$ cat src/wtc_pkg.sv
// shared types, codes and the contraction stem table for the word tokenizer
// no dependencies
package wtc_pkg;

  // byte class decided by the front end
  typedef enum logic [1:0] {
    OP_CHAR  = 2'd0,
    OP_APOS  = 2'd1,
    OP_DELIM = 2'd2
  } op_e;

  localparam int STEM_DEPTH = 6;
  localparam int STEM_COUNT = 23;
  localparam int POS_W      = 32;
  localparam int IDX_W      = 6;
  localparam logic [7:0] APOSTROPHE = 8'h27;

  // classified word from the front end to the back end
  typedef struct packed {
    op_e              op;
    logic [7:0]       ch;
    logic [POS_W-1:0] pos;
  } front_item_t;

  // one result word
  typedef struct packed {
    logic             kind;
    logic [7:0]       char_out;
    logic [IDX_W-1:0] char_index;
    logic [POS_W-1:0] position;
    logic [IDX_W-1:0] token_length;
    logic             was_truncated;
  } result_t;

  // stem text is right aligned, first character in the highest used byte
  typedef struct packed {
    logic [8*STEM_DEPTH-1:0] text;
    logic [2:0]              len;
  } stem_t;

  localparam stem_t STEMS [STEM_COUNT] = '{
    '{48'("is"), 3'd2},    '{48'("are"), 3'd3},   '{48'("was"), 3'd3},
    '{48'("were"), 3'd4},  '{48'("do"), 3'd2},    '{48'("does"), 3'd4},
    '{48'("did"), 3'd3},   '{48'("ca"), 3'd2},    '{48'("could"), 3'd5},
    '{48'("wo"), 3'd2},    '{48'("would"), 3'd5}, '{48'("should"), 3'd6},
    '{48'("mus"), 3'd3},   '{48'("migh"), 3'd4},  '{48'("need"), 3'd4},
    '{48'("ough"), 3'd4},  '{48'("had"), 3'd3},   '{48'("have"), 3'd4},
    '{48'("has"), 3'd3},   '{48'("dare"), 3'd4},  '{48'("ai"), 3'd2},
    '{48'("may"), 3'd3},   '{48'("sha"), 3'd3}
  };

  // parallel match of the token head against every stem
  function automatic logic stem_hit(input logic [STEM_DEPTH-1:0][7:0] chars,
                                    input logic [2:0] len_clip);
    logic hit;
    logic same;
    int   n;
    hit = 1'b0;
    for (int s = 0; s < STEM_COUNT; s++) begin
      n    = int'(STEMS[s].len);
      same = (len_clip >= STEMS[s].len);
      for (int k = 0; k < STEM_DEPTH; k++) begin
        if (k < n) begin
          if (chars[k] != STEMS[s].text[8*(n-1-k) +: 8]) begin
            same = 1'b0;
          end
        end
      end
      hit = hit | same;
    end
    return hit;
  endfunction

endpackage

$ cat src/wtc_fifo.sv
// short register queue used between the tokenizer stages and at the output
// no dependencies
module wtc_fifo #(
  parameter int WIDTH = 8,
  parameter int DEPTH = 2
) (
  input  logic             clk_i,
  input  logic             rst_ni,
  input  logic             push_i,
  output logic             full_o,
  input  logic [WIDTH-1:0] data_i,
  input  logic             pop_i,
  output logic             empty_o,
  output logic [WIDTH-1:0] data_o
);

  localparam int PTR_W = (DEPTH > 1) ? $clog2(DEPTH) : 1;
  localparam int CNT_W = $clog2(DEPTH + 1);

  logic [WIDTH-1:0] mem_q [DEPTH];
  logic [PTR_W-1:0] wr_q, wr_d, rd_q, rd_d;
  logic [CNT_W-1:0] cnt_q, cnt_d;
  logic             do_push, do_pop;

  assign full_o  = (cnt_q == CNT_W'(DEPTH));
  assign empty_o = (cnt_q == '0);
  assign do_push = push_i && !full_o;
  assign do_pop  = pop_i && !empty_o;
  assign data_o  = mem_q[rd_q];

  // pointer and fill count update
  always_comb begin
    wr_d  = wr_q;
    rd_d  = rd_q;
    cnt_d = cnt_q;
    if (do_push) begin
      wr_d = (wr_q == PTR_W'(DEPTH - 1)) ? '0 : wr_q + 1'b1;
    end
    if (do_pop) begin
      rd_d = (rd_q == PTR_W'(DEPTH - 1)) ? '0 : rd_q + 1'b1;
    end
    if (do_push && !do_pop) begin
      cnt_d = cnt_q + 1'b1;
    end else if (do_pop && !do_push) begin
      cnt_d = cnt_q - 1'b1;
    end
  end

  always_ff @(posedge clk_i or negedge rst_ni) begin
    if (!rst_ni) begin
      wr_q  <= '0;
      rd_q  <= '0;
      cnt_q <= '0;
    end else begin
      wr_q  <= wr_d;
      rd_q  <= rd_d;
      cnt_q <= cnt_d;
    end
  end

  // storage, no reset needed
  always_ff @(posedge clk_i) begin
    if (do_push) begin
      mem_q[wr_q] <= data_i;
    end
  end

endmodule

$ cat src/wtc_front.sv
// front end: byte classification, lowercasing and byte position counter
// depends on wtc_pkg
module wtc_front (
  input  logic                 clk_i,
  input  logic                 rst_ni,
  input  logic                 accept_i,
  input  logic [7:0]           char_code_i,
  output logic                 valid_o,
  output wtc_pkg::front_item_t item_o
);

  logic [wtc_pkg::POS_W-1:0] pos_q, pos_d;

  // position of the next byte, wraps naturally
  assign pos_d = accept_i ? pos_q + 1'b1 : pos_q;

  always_ff @(posedge clk_i or negedge rst_ni) begin
    if (!rst_ni) begin
      pos_q <= '0;
    end else begin
      pos_q <= pos_d;
    end
  end

  // classify the byte
  always_comb begin
    item_o.pos = pos_q;
    item_o.ch  = char_code_i;
    item_o.op  = wtc_pkg::OP_DELIM;
    if (char_code_i >= 8'h41 && char_code_i <= 8'h5a) begin
      item_o.op = wtc_pkg::OP_CHAR;
      item_o.ch = char_code_i + 8'h20;
    end else if ((char_code_i >= 8'h61 && char_code_i <= 8'h7a) ||
                 (char_code_i >= 8'h30 && char_code_i <= 8'h39)) begin
      item_o.op = wtc_pkg::OP_CHAR;
    end else if (char_code_i == wtc_pkg::APOSTROPHE) begin
      item_o.op = wtc_pkg::OP_APOS;
    end
  end

  assign valid_o = accept_i;

endmodule

$ cat src/wtc_back.sv
// back end: token state, stem match and result word formation
// depends on wtc_pkg
module wtc_back #(
  parameter int MAX_TOKEN_CHARS = 63
) (
  input  logic                 clk_i,
  input  logic                 rst_ni,
  input  logic                 valid_i,
  input  wtc_pkg::front_item_t item_i,
  output logic                 take_o,
  input  logic                 out_full_i,
  output logic                 res_valid_o,
  output wtc_pkg::result_t     res_o
);

  localparam int LEN_W = $clog2(MAX_TOKEN_CHARS + 1);

  logic [wtc_pkg::STEM_DEPTH-1:0][7:0] stem_q, stem_d;
  logic [LEN_W-1:0]                    len_q, len_d;
  logic                                ovf_q, ovf_d;
  logic [2:0]                          len_clip;
  logic [LEN_W+wtc_pkg::IDX_W-1:0]     len_ext;
  logic                                hit;
  logic                                append;

  assign take_o   = valid_i && !out_full_i;
  assign len_clip = (len_q >= LEN_W'(wtc_pkg::STEM_DEPTH)) ?
                    3'(wtc_pkg::STEM_DEPTH) : len_q[2:0];
  assign len_ext  = {{wtc_pkg::IDX_W{1'b0}}, len_q};
  assign hit      = wtc_pkg::stem_hit(stem_q, len_clip);

  // token update and result
  always_comb begin
    stem_d      = stem_q;
    len_d       = len_q;
    ovf_d       = ovf_q;
    res_valid_o = 1'b0;
    res_o       = '0;
    append      = 1'b0;
    case (item_i.op)
      wtc_pkg::OP_CHAR:  append = 1'b1;
      wtc_pkg::OP_APOS:  append = hit;
      wtc_pkg::OP_DELIM: append = 1'b0;
      default:           append = 1'b0;
    endcase
    if (take_o) begin
      if (append) begin
        if (len_q >= LEN_W'(MAX_TOKEN_CHARS)) begin
          ovf_d = 1'b1;
        end else begin
          if (len_q < LEN_W'(wtc_pkg::STEM_DEPTH)) begin
            stem_d[len_q[2:0]] = item_i.ch;
          end
          len_d            = len_q + 1'b1;
          res_valid_o      = 1'b1;
          res_o.char_out   = item_i.ch;
          res_o.char_index = len_ext[wtc_pkg::IDX_W-1:0];
        end
      end else if (item_i.op == wtc_pkg::OP_DELIM && len_q != '0) begin
        res_valid_o         = 1'b1;
        res_o.kind          = 1'b1;
        res_o.position      = item_i.pos;
        res_o.token_length  = len_ext[wtc_pkg::IDX_W-1:0];
        res_o.was_truncated = ovf_q;
        len_d               = '0;
        ovf_d               = 1'b0;
      end
    end
  end

  always_ff @(posedge clk_i or negedge rst_ni) begin
    if (!rst_ni) begin
      stem_q <= '0;
      len_q  <= '0;
      ovf_q  <= 1'b0;
    end else begin
      stem_q <= stem_d;
      len_q  <= len_d;
      ovf_q  <= ovf_d;
    end
  end

endmodule

$ cat src/word_tokenizer_with_contractions.sv
// top level of the word tokenizer with contraction stems
// depends on wtc_pkg, wtc_front, wtc_fifo and wtc_back
//
// Usage:
//   Input channel is a queue push side: drive char_code_i with one text
//   byte and raise push; the word is taken on a clock edge with push high
//   and full low. Result channel is a queue pop side: while empty is low
//   the oldest result word sits on kind_o .. was_truncated_o, and it is
//   taken on a clock edge with pop high.
//   Each byte yields zero or one result word: a lowercased character, a
//   kept apostrophe, or an end of token word carrying the delimiter
//   position, token length and truncation flag.
//   A taken byte is written into the internal queue; the back end then
//   writes its result word into the output queue, where it can be popped.
//   Throughput: one byte per cycle while full stays low, set by the back
//   end token update and the parallel stem table match.
//   When the receiver stalls, the two-word output queue fills, the back
//   end holds, then the two-word internal queue fills and full rises.
//   Reset clears the byte position, the token and both queues; the first
//   byte after reset has position zero.
module word_tokenizer_with_contractions #(
  parameter int MAX_TOKEN_CHARS = 63
) (
  input  logic        clk_i,
  input  logic        rst_ni,
  input  logic        push,
  output logic        full,
  input  logic [7:0]  char_code_i,
  output logic        empty,
  input  logic        pop,
  output logic        kind_o,
  output logic [7:0]  char_out_o,
  output logic [5:0]  char_index_o,
  output logic [31:0] position_o,
  output logic [5:0]  token_length_o,
  output logic        was_truncated_o
);

  localparam int ITEM_W = $bits(wtc_pkg::front_item_t);
  localparam int RES_W  = $bits(wtc_pkg::result_t);

  logic                 accept;
  logic                 front_valid;
  wtc_pkg::front_item_t front_item;
  logic                 mid_empty;
  logic [ITEM_W-1:0]    mid_data;
  wtc_pkg::front_item_t back_item;
  logic                 back_take;
  logic                 out_full;
  logic                 res_valid;
  wtc_pkg::result_t     res;
  logic [RES_W-1:0]     out_data;
  wtc_pkg::result_t     out_res;

  assign accept = push && !full;

  // classification and position
  wtc_front u_front (
    .clk_i       (clk_i),
    .rst_ni      (rst_ni),
    .accept_i    (accept),
    .char_code_i (char_code_i),
    .valid_o     (front_valid),
    .item_o      (front_item)
  );

  // queue between front and back end
  wtc_fifo #(
    .WIDTH (ITEM_W),
    .DEPTH (2)
  ) u_mid_fifo (
    .clk_i   (clk_i),
    .rst_ni  (rst_ni),
    .push_i  (front_valid),
    .full_o  (full),
    .data_i  (front_item),
    .pop_i   (back_take),
    .empty_o (mid_empty),
    .data_o  (mid_data)
  );

  assign back_item = wtc_pkg::front_item_t'(mid_data);

  // token state and result formation
  wtc_back #(
    .MAX_TOKEN_CHARS (MAX_TOKEN_CHARS)
  ) u_back (
    .clk_i       (clk_i),
    .rst_ni      (rst_ni),
    .valid_i     (!mid_empty),
    .item_i      (back_item),
    .take_o      (back_take),
    .out_full_i  (out_full),
    .res_valid_o (res_valid),
    .res_o       (res)
  );

  // output queue
  wtc_fifo #(
    .WIDTH (RES_W),
    .DEPTH (2)
  ) u_out_fifo (
    .clk_i   (clk_i),
    .rst_ni  (rst_ni),
    .push_i  (res_valid),
    .full_o  (out_full),
    .data_i  (res),
    .pop_i   (pop),
    .empty_o (empty),
    .data_o  (out_data)
  );

  assign out_res         = wtc_pkg::result_t'(out_data);
  assign kind_o          = out_res.kind;
  assign char_out_o      = out_res.char_out;
  assign char_index_o    = out_res.char_index;
  assign position_o      = out_res.position;
  assign token_length_o  = out_res.token_length;
  assign was_truncated_o = out_res.was_truncated;

endmodule

$ cat config.mk
export PLATFORM = sky130hd
export DESIGN_NAME = word_tokenizer_with_contractions
export DESIGN_NICKNAME = d
export VERILOG_FILES = /design/src/wtc_pkg.sv /design/src/wtc_fifo.sv /design/src/wtc_front.sv /design/src/wtc_back.sv /design/src/word_tokenizer_with_contractions.sv
export SDC_FILE = /design/constraint.sdc
export NUM_CORES = 1
export LEC_CHECK = 0
export BUFFER_PORTS_ARGS = -buffer_cell sky130_fd_sc_hd__buf_2
export CAP_MARGIN = 20
export CORE_ASPECT_RATIO = 2
export CORE_MARGIN = 8
export CORE_UTILIZATION = 35
export DETAILED_ROUTE_END_ITERATION = 8
export SYNTH_ARGS = -nofsm -noshare
export SYNTH_HDL_FRONTEND = slang
export SYNTH_HIERARCHICAL = 1
export SYNTH_SLANG_ARGS = --single-unit
export TNS_END_PERCENT = 10
$ cat constraint.sdc
create_clock -name clk_i -period 7.4 [get_ports clk_i]
set_clock_uncertainty 0.1 [all_clocks]
set_input_delay 2.22 -clock clk_i [delete_from_list [all_inputs] [get_ports clk_i]]
set_output_delay 2.22 -clock clk_i [all_outputs]
set_load 0.03 [all_outputs]
# [Word level (Yosys, flattened, before mapping)]
# Memories as Yosys holds them, arrays and structs flattened.
# Cells that the tools add are included.
[word_totals] output_inout_bits=56 mem_bits_ro=0 n_memories=2 latchBits=0 wordCells=256 input_bits=12 regBits=95 ramBits=192
[classes] n_shift=0 n_eq_ne=44 n_div=0 n_mux=111 n_addsub=11 order_cmp=16 multipliers=0 bitwise=23 n_reduce_logical=34
[mem_list] memory="u_out_fifo.mem_q" depth=2 width=54 rd=1 rd_clocked_by_memory_dff=0 wr=1 line_no="wtc_fifo.sv:20" rtl="logic [WIDTH-1:0] mem_q [DEPTH];"
[mem_list] memory="u_mid_fifo.mem_q" depth=2 width=42 rd=1 rd_clocked_by_memory_dff=0 wr=1 line_no="wtc_fifo.sv:20"
[op_table] cell="$ne 8x7->1 const B" n=37
[op_table] cell="$mux 1" n=90
[op_table] cell="$mux 39" n=2
[op_table] cell="$mux 54" n=1
[op_table] cell="$bwmux 48" n=1
[op_table] cell="$add 32x1->32 const B" n=1
[op_table] cell="$mux 14" n=2
[op_table] cell="$demux 8 s3" n=1
[op_table] cell="$or 1x1->1" n=22
[op_table] cell="$mux 6" n=3
[op_table] cell="$ge 8x7->1 const B" n=2
[op_table] cell="$le 8x7->1 const B" n=2
[op_table] cell="$mux 8" n=2
[op_table] cell="$logic_and 1x1->1" n=15
[op_table] cell="$mux 2" n=7
[op_table] cell="$ge 3x3->1 const B" n=3
[op_table] cell="$add 8x6->8 const B" n=1
[op_table] cell="$eq 8x6->1 const B" n=1
[op_table] cell="$ge 8x6->1 const B" n=1
[op_table] cell="$le 8x6->1 const B" n=1
[op_table] cell="$logic_not 1->1" n=8
[op_table] cell="$add 6x1->6 const B" n=1
[op_table] cell="$eq 2x2->1 const B" n=3
[op_table] cell="$ge 3x2->1 const B" n=2
[op_table] cell="19 further kinds" n=30

# [Longest topological paths before layout]
# Gate-level depths: netlist (run 1).
[depth] depth_word=36 ltp_mapped=18 depth_no_buf=16

# [Hierarchy]
# The synthesis (run 1) kept the hierarchy.
[by_module_without_submodules] module="wtc_fifo (u_out_fifo)" cells_per_inst=187 area_each_um2=4342.9 instances=1 seq_area_each_um2=3343.2
[by_module_without_submodules] module="wtc_back" cells_per_inst=338 area_each_um2=3540.9 instances=1 seq_area_each_um2=1376.3
[by_module_without_submodules] module="wtc_fifo (u_mid_fifo)" cells_per_inst=150 area_each_um2=3429.5 instances=1 seq_area_each_um2=2622.5
[by_module_without_submodules] module="wtc_front" cells_per_inst=160 area_each_um2=1702.9 instances=1 seq_area_each_um2=800.8
[by_module_without_submodules] module="word_tokenizer_with_contractions" cells_per_inst=2 area_each_um2=17.5 instances=1 seq_area_each_um2=0.0

# [Worst setup path before layout (run 1)]
# No wires, ideal clock.
[synth_path] path_kind="register to register" start="register u_back/stem_q[4] (netlist bit)" end="memory u_out_fifo/mem_q[0][0] (netlist bit), enable pin" synth_period_minus_slack_ps=5115 setup_slack_ps=2285 n_path_buf=2 required_ps=6834 path_stages_with_launch=13 setup_time_ps=466 t_arrival_ps=4549 path_cell_list="dfrtp_1 > buf_6 > or4b_1 > or2_0 > o32ai_1 > a221oi_1 > o22a_1 > nand3_2 > and3_1 > buf_2 > or2_2 > nand2_1 > nor2_1"
[synth_via] elab_chain_len=32 word_cells_on_any_way=112 cone_classes="eq/ne (10); mux (79); bitwise (22); reduce/logical (1)"
[synth_lines] element="from (decl)" line_no="wtc_back.sv:18" rtl="logic [wtc_pkg::STEM_DEPTH-1:0][7:0] stem_q, stem_d;"
[synth_lines] element="from (signal assigned)" line_no="wtc_back.sv:77" rtl="stem_q <= stem_d;"
[synth_lines] element="$ne 8x7->1" line_no="wtc_pkg.sv:64" rtl="if (chars[k] != STEMS[s].text[8*(n-1-k) +: 8]) begin"
[synth_lines] element="$mux 1 (3 in a row)" line_no="wtc_pkg.sv:64"
[synth_lines] element="$or 1x1->1 (21 in a row)" line_no="wtc_pkg.sv:69" rtl="hit = hit | same;"
[synth_lines] element="$or 1x1->1 (*)" line_no="wtc_pkg.sv:69"
[synth_lines] element="$pmux 1 s2 (*)" line_no="wtc_back.sv:40" rtl="case (item_i.op)"
[synth_lines] element="$mux 1 (*)" line_no="wtc_back.sv:47" rtl="if (append) begin"
[synth_lines] element="$mux 1 (*)" line_no="wtc_back.sv:46" rtl="if (take_o) begin"
[synth_lines] element="via res_valid" line_no="word_tokenizer_with_contractions.sv:50" rtl="logic res_valid;"
[synth_lines] element="$logic_and 1x1->1 (*)" line_no="wtc_fifo.sv:27" rtl="assign do_push = push_i && !full_o;"
[synth_lines] element="$mux 1 (*)" line_no="wtc_fifo.sv:63" rtl="if (do_push) begin"
[synth_lines] element="$mux 1 (not written as such) (*)" line_no="wtc_fifo.sv:64" rtl="mem_q[wr_q] <= data_i;"
[synth_lines] element="to (decl)" line_no="wtc_fifo.sv:20"
# Mark *: on every way through the listed nets, which the timed path passes. The rest lies on a longest branch.

# [Final worst setup path (run 1)]
[layout_path] start="register u_back/stem_q[12] (netlist bit)" end="memory u_out_fifo/mem_q[0][32] (netlist bit), enable pin"
[layout_via] elab_chain_len=31 word_cells_on_any_way=90 cone_classes="eq/ne (8); mux (59); bitwise (22); reduce/logical (1)"
[layout_lines] element="$ne 8x7->1" line_no="wtc_pkg.sv:64"
[layout_lines] element="$mux 1 (2 in a row)" line_no="wtc_pkg.sv:64"
[layout_lines] element="$or 1x1->1 (21 in a row)" line_no="wtc_pkg.sv:69"
[layout_lines] element="$or 1x1->1 (*)" line_no="wtc_pkg.sv:69"
[layout_lines] element="$pmux 1 s2 (*)" line_no="wtc_back.sv:40"
[layout_lines] element="$mux 1 (*)" line_no="wtc_back.sv:47"
[layout_lines] element="$mux 1 (*)" line_no="wtc_back.sv:46"
[layout_lines] element="via res_valid" line_no="word_tokenizer_with_contractions.sv:50"
[layout_lines] element="$logic_and 1x1->1 (*)" line_no="wtc_fifo.sv:27"
[layout_lines] element="$mux 1 (*)" line_no="wtc_fifo.sv:63"
[layout_lines] element="$mux 1 (not written as such) (*)" line_no="wtc_fifo.sv:64"
# Marks and branches as above.

==> results of run 1 <==
==> Yosys cell counts, drive strengths merged, types with 13 or more instances <==
| cell type | instances |
|---|---|
| edfxtp | 192 |
| mux2 | 147 |
| dfrtp | 95 |
| and2 | 54 |
| nand2 | 39 |
| buf | 29 |
| nor2 | 28 |
| nand4 | 23 |
| xnor2 | 23 |
| xor2 | 19 |
| inv | 17 |
| nand3 | 16 |
| nor4 | 15 |
| nor3 | 13 |
==> cell families (layout without fill, tap and decap cells) <==
kind of cell | count (synthesis) | count (layout) | synth area share [%]
simple gates | 266 | 266 | 13.43
mux | 152 | 152 | 15.85
compound gates | 29 | 29 | 1.488
fa+ha+maj | 8 | 8 | 0.7680
flops | 287 | 287 | 62.47
buf+inv | 53 | 135 | 3.168
xor+xnor | 42 | 42 | 2.822
==> state kept, by name (all words and copies together), names as in the netlist, 2 cells and up <==
register and count:
u_mid_fifo/mem_q 84, u_out_fifo/cnt_q 2, u_back/stem_q 48, u_mid_fifo/cnt_q 2
u_out_fifo/mem_q 108, u_front/pos_q 32, u_back/len_q 6
==> layer usage <==
layer,GRT usage (%),up-vias,share of wire (%)
met5,0,-,0
met3,1.658,79,3.1
met4,8.603,0,6.2
met2,26.44,167,59
met1,10.89,3469,32
li1,-,3240,-
==> critical path, stage by stage, from the launching register on <==
cell,delay [ns]
dfrtp_1,0.48
nand4bb_1,0.28
nor4_2,0.52
nand3_1,0.15
a2111oi_0,0.66
nor4_1,0.13
nand3_2,0.35
and3_1,0.54
or2_2,0.21
nand2_1,0.12
nor2_4,0.75
buf_4,0.48
==> area by class of cell <==
type,count,area share [%]
Clock inverter,9,0.9746
Inverter,17,0.4399
Sequential cell,287,56.17
Clock buffer,35,4.778
Tap cell,459,3.959
Timing Repair Buffer,74,2.691
Multi-Input combinational cell,497,30.99
==> through the flow <==
stage          worst slack [ns]  hold slack [ns]
2_1_floorplan             2.285           0.3402
3_3_place_gp              2.371           0.3552
3_5_place_dp              2.367           0.3702
4_1_cts                   2.347           0.3855
5_1_grt                   2.004           0.4110
6_report                  2.274           0.3763
==> how the worst max path moves through the flow <==
stage                            from                      end  slack, ns  cells after the start
CTS                 u_back/stem_q[12]  u_out_fifo/mem_q[0][32]       2.35                     11
floorplan            u_back/stem_q[4]   u_out_fifo/mem_q[0][0]       2.29                     12
detailed placement  u_back/stem_q[12]  u_out_fifo/mem_q[0][28]       2.37                     11
global placement    u_back/stem_q[12]  u_out_fifo/mem_q[0][28]       2.37                     11
finish              u_back/stem_q[12]  u_out_fifo/mem_q[0][32]       2.27                     11
global route        u_back/stem_q[12]  u_out_fifo/mem_q[0][27]       2.00                     11
==> where the power goes <==
group / leakage (nW) / total [mW] / internal (mW) / switching (mW)
registers: 2.97 / 2.68 / 2.29 / 0.386
logic: 2.34 / 2.07 / 0.884 / 1.18
clock network: 0.403 / 1.33 / 0.762 / 0.566
total: 5.71 / 6.08 / 3.94 / 2.14
==> run metrics, run 1 <==
status=completed; RePlAce Congestion=0.9882; core outline area=37040 sq um; class of the tightest hold or removal check=flip-flop to flip-flop; overall overflow remaining after global route=0; Worst setup EP type=flip-flop; register-to-register setup slack=2.27 ns; number of rows created at floorplan=100; PwrDens=418.8 nW/um^2; final critical-path share of the clock period=69.27%; via density per instance=5.047; clock latency reported for the late side of the worst-skew pair=0.54 ns; peak ir drop on the vdd network=189.1 uV; antenna violations before repair=0; area growth from synthesis to layout=11.30%; Reg2Reg Capture Point=u_out_fifo/mem_q[0][32]; cts hold-fix bufs=0; count of non-filler cells in the finished layout=1378; worst hold path endpoint=u_back/ovf_q; required time at the endpoint of the critical path=7.49 ns; slew at the pin with the worst max-slew slack=1.047 ns; DPL Wire Length=20970 microns; maximum capacitance violations=0; total area of sequential cells=8148 sq um; EDFF count, synth=192; upper clock frequency limit=0.1951 GHz; fraction of registers with async set or reset after synthesis=33.10%; CP Data Arrival Time=5.21 ns; total negative slack for setup checks=0 ns; number of violations reported at the end of detailed-routing iteration 0=336; commonest cells after routing, fill and taps aside=edfxtp_1, mux2_4, dfrtp_1, buf_2, and2_1; Netlist Area Pre-Place=13030 sq um; cell type with the largest total area after synthesis=edfxtp_1; area share of the largest cell type after synthesis=44.24%; Area contributors post-synth=edfxtp_1, dfrtp_1, mux2_4; number of different library cells in the post-synthesis netlist=68; most common library cell in the layout ignoring fill and taps=edfxtp_1; wire length of the first global-routing pass=43010 microns; # nets final=921; Setup-failing EPs final=0; post-synthesis cell count=837; total global routing track utilization=12.72%; library cell used as clock root buffer=clkbuf_16; pin count of the biggest net entering global routing=56; number of synthesis warnings=6; instance area at placement=13670 sq um; final slew viol count=0; I/O pin count=68; final worst path period need=5.126 ns; via count of the first global-routing pass=7411; most common flop cell mapped by yosys=edfxtp_1; Total Die Area=44050 sq um; leakage power=5.708 nW; number of nets still failing antenna checks after routing=0; clock-pin transition on the worst setup and hold timing paths=0.07 ns; area used by multi-input combinational logic=4496 sq um; maximum fanout along the worst path=29; number of antenna diodes=0; share of post-route cells with drive strength above 1=30.25%; total of buffers placed on input and output ports=67; maximum clock insertion buffer count=3; mean instance size in the synthesized netlist=15.57 sq um; number of cells upsized or downsized after cts=0; unrepaired setup endpoints after global routing=false; total wirelength of the detailed-routed design=28330 microns; total clock buffers created by CTS=24; number of cells traversed by the worst register-to-register path=11; Die Wd=152.5 microns; nets in the synthesized netlist=857; post-detailed-route DRC marker count=0; origin of the critical flop-to-flop path=u_back/stem_q[12]; Power, Total=6.076 mW; post-route core utilization=39.17%; routed len/inst=20.56 microns; total number of vias=6955; number of detailed-route iterations in the first pass=4; TritonCTS clock tree=done; Cells on Worst Hold Path=2; cell total after placement=1334; Setup CP Type=flip-flop to flip-flop; initial core utilization=35.19%; final hold violation count=0; post-CTS setup buffer count=0; sequential element share of the synthesized area=62.47%; worst hold path startpoint=u_back/ovf_q; clk sinks=287; count of fill cells added during filler insertion=3426; CP Launch Type=flip-flop; Slew headroom=30.17%; fin area=14510 sq um; post-synthesis sequential element count=287; die height=288.9 microns; H-tree lvl count=1
Note: power is estimated with default switching activity, not from simulation.
==> inputs of run 2 (changes only) <==
--- a/config.mk
+++ b/config.mk
@@ -5,6 +5,7 @@
 export SDC_FILE = /design/constraint.sdc
 export NUM_CORES = 1
 export LEC_CHECK = 0
+export ABC_AREA = 1
 export BUFFER_PORTS_ARGS = -buffer_cell sky130_fd_sc_hd__buf_2
 export CAP_MARGIN = 20
 export CORE_ASPECT_RATIO = 2
==> constraint.sdc (replaced) <==
create_clock -name clk_i -period 4.2 [get_ports clk_i]
set_clock_uncertainty 0.1 [all_clocks]
set_input_delay 1.26 -clock clk_i [delete_from_list [all_inputs] [get_ports clk_i]]
set_output_delay 1.26 -clock clk_i [all_outputs]
set_load 0.03 [all_outputs]
==> run metrics, run 2 <==
area used by multi-input combinational logic=4548 sq um (+1.2%); total number of vias=9802 (+41%); leakage power=6.811 nW (+19%); via density per instance=4.661 (-7.7%); Area contributors post-synth=edfxtp_1, dfrtp_1, nand2_1; final slew viol count=0 (unchanged); Total Die Area=45880 sq um (+4.2%); post-CTS setup buffer count=0 (unchanged); number of different library cells in the post-synthesis netlist=35 (-49%); post-detailed-route DRC marker count=0 (unchanged); XOR/XNOR share of the synthesized area=1.607% (-1.2 points); Die Wd=155.5 microns (+2.0%); overall overflow remaining after global route=0 (unchanged); start point of the critical path=u_out_fifo/rd_q; count of non-filler cells in the finished layout=2103 (+53%); peak ir drop on the vdd network=296.4 uV (+57%); number of detailed-route iterations in the first pass=5 (+1); arithmetic-cell share of the synthesized area counting full adders, half adders and majority gates=0.7347% (-0.033 points); library cell used as clock root buffer=clkbuf_16; number of cells upsized or downsized after cts=0 (unchanged); register-to-register setup slack=0.97 ns (-1.30 ns); Setup CP Type=flip-flop to output port; instance area at placement=14550 sq um (+6.4%); commonest cells after routing, fill and taps aside=nand2_1, edfxtp_1, nor2_1, inv_1, nand3_1; maximum fanout along the worst path=55 (+90%); via count of the first global-routing pass=9945 (+34%); CP Launch Type=flip-flop; total area of sequential cells=8144 sq um (about the same); routed len/inst=15.66 microns (-24%); number of rows created at floorplan=102 (+2.0%); cell total after placement=2058 (+54%); count leader, synth=nand2_1; Setup-failing EPs final=0 (unchanged); complex-gate fraction of the synthesized area=3.361% (+1.9 points); post-synthesis sequential element count=287 (unchanged); upper clock frequency limit=0.2826 GHz; critical-path cell with the highest stage delay=inv_2; total global routing track utilization=14.49% (+1.8 points); final hold violation count=0 (unchanged); pin count of the biggest net entering global routing=96 (+71%); number of antenna diodes=0 (unchanged); Netlist Area Pre-Place=13620 sq um (+4.5%); maximum clock insertion buffer count=3 (unchanged); nets in the synthesized netlist=1517 (+77%); total of buffers placed on input and output ports=67 (unchanged); highest cell delay on the worst timing path=0.71 ns (-0.04 ns); required time at the endpoint of the critical path=2.84 ns (-4.65 ns); DPL Wire Length=24090 microns (+15%); number of flip-flops in the largest register=108 (unchanged); area growth from synthesis to layout=12.74%; sequence of cells on the critical path=inv_2 > nand2_1 > nand2_1 > buf_2; combinational family with the most area after synthesis=simple AND/OR/NAND/NOR gates; Crit path top cell by count=nand2_1; class of the tightest hold or removal check=flip-flop to flip-flop; simple-gate share of the synthesized area=27.57% (+14 points); I/O pin count=68 (unchanged); mean instance size in the synthesized netlist=9.101 sq um (-42%); final worst path period need=3.538 ns; number of synthesis warnings=6 (unchanged); area share of the largest cell type after synthesis=42.32% (-1.9 points); worst hold path startpoint=u_out_fifo/wr_q; H-tree lvl count=1 (unchanged); most instantiated cells after synthesis=nand2_1, edfxtp_1, nor2_1; fraction of registers with async set or reset after synthesis=33.10% (unchanged); EDFF count, synth=192 (unchanged); cell type with the largest total area after synthesis=edfxtp_1; sequential element share of the synthesized area=59.77% (-2.7 points); clock latency reported for the late side of the worst-skew pair=0.54 ns (about the same); fin area=15360 sq um (+5.9%); biggest registers after layout=u_out_fifo/mem_q: 108 flops, u_mid_fifo/mem_q: 84 flops, u_back/stem_q: 48 flops; post-synthesis cell count=1497 (+79%); initial core utilization=35.35% (+0.16 points); mux contribution to synthesized area=0% (-16 points); register with the most flip-flops=u_out_fifo/mem_q; cts hold-fix bufs=0 (unchanged); number of nets still failing antenna checks after routing=0 (unchanged); most common library cell in the layout ignoring fill and taps=nand2_1; Worst setup EP type=output port; PwrDens=727.5 nW/um^2 (+74%); core outline area=38540 sq um (+4.1%); die height=295.0 microns (+2.1%); clk sinks=287 (unchanged); CP Data Arrival Time=2.18 ns (-3.03 ns); number of violations reported at the end of detailed-routing iteration 0=476 (+42%); status=completed; total negative slack for setup checks=0 ns (unchanged); unrepaired setup endpoints after global routing=false; share of post-route cells with drive strength above 1=10.49% (-20 points); total clock buffers created by CTS=25 (+4.2%); final critical-path share of the clock period=84.25%; clock-pin transition on the worst setup and hold timing paths=0.07 ns (about the same); post-route core utilization=39.85% (+0.68 points); total wirelength of the detailed-routed design=32940 microns (+16%); # nets final=1585 (+72%); Slew headroom=34.72% (+4.6 points); count of fill cells added during filler insertion=3832 (+12%); most common flop cell mapped by yosys=edfxtp_1; slew at the pin with the worst max-slew slack=0.9777 ns (-0.06970 ns); RePlAce Congestion=0.9774 (-1.1%); origin of the critical flop-to-flop path=u_back/stem_q[0]; wire length of the first global-routing pass=52090 microns (+21%); maximum capacitance violations=0 (unchanged); TritonCTS clock tree=done; final-layout worst hold slack=0.3856 ns (+0.009362 ns); antenna violations before repair=0 (unchanged)
[run 2: critical path: cells and delay by family, from the launching register on]
| family | cells | cell delay, ns |
|---|---|---|
| buffers and inverters | 2 | 0.94 |
| DFF | 1 | 0.41 |
| and+or+nand+nor | 2 | 0.29 |
[run 2: kinds of logic (layout without fill, tap and decap cells)]
logic type,count (synthesis),count (layout)
compound gates,66,66
fa+ha+maj,8,8
buf+inv,218,304
flops,287,287
xor+xnor,25,25
simple gates,893,893
[run 2: final cells by class]
cell class	count	share of cell area (%)
sequential	287	53.02
timing repair buffer	84	3.519
multi-input combinational	992	29.61
inverter	175	4.326
tap	520	4.236
clock inverter	12	0.8879
clock buffer	33	4.399
[run 2: layer usage]
metal	wire, microns	up-vias	GRT usage [%]
met1	10630	4627	12.76
met3	1199	95	1.756
met4	1865	0	8.754
met5	0	-	0
met2	19250	196	29.88
li1	-	4884	-
[run 2: power breakdown]
| group | internal [mW] | total [mW] | switching (mW) |
|---|---|---|---|
| combinational | 1.16 | 4.46 | 3.30 |
| clock | 1.27 | 2.31 | 1.04 |
| sequential | 4.00 | 4.41 | 0.404 |
[run 2: worst paths after layout]
| check | depth (start not counted) | to |
|---|---|---|
| setup / recovery | 4 | position_o[12] |
| hold / removal | 2 | u_out_fifo/wr_q |
| setup reg to reg | 15 | u_out_fifo/mem_q[1][9] |
| hold reg to reg | 2 | u_out_fifo/wr_q |
| max in group asynchronous | 2 | u_out_fifo/rd_q |
| min in group asynchronous | 2 | u_front/pos_q[6] |
[run 2: through the flow]
stage	setup slack (ns)	total power [mW]
after global routing	0.4358	11.92
after CTS	0.5391	11.33
after floorplan	0.1596	7.578
after detailed placement	0.9609	9.003
after global placement	0.9597	8.924
final	0.6616	11.17
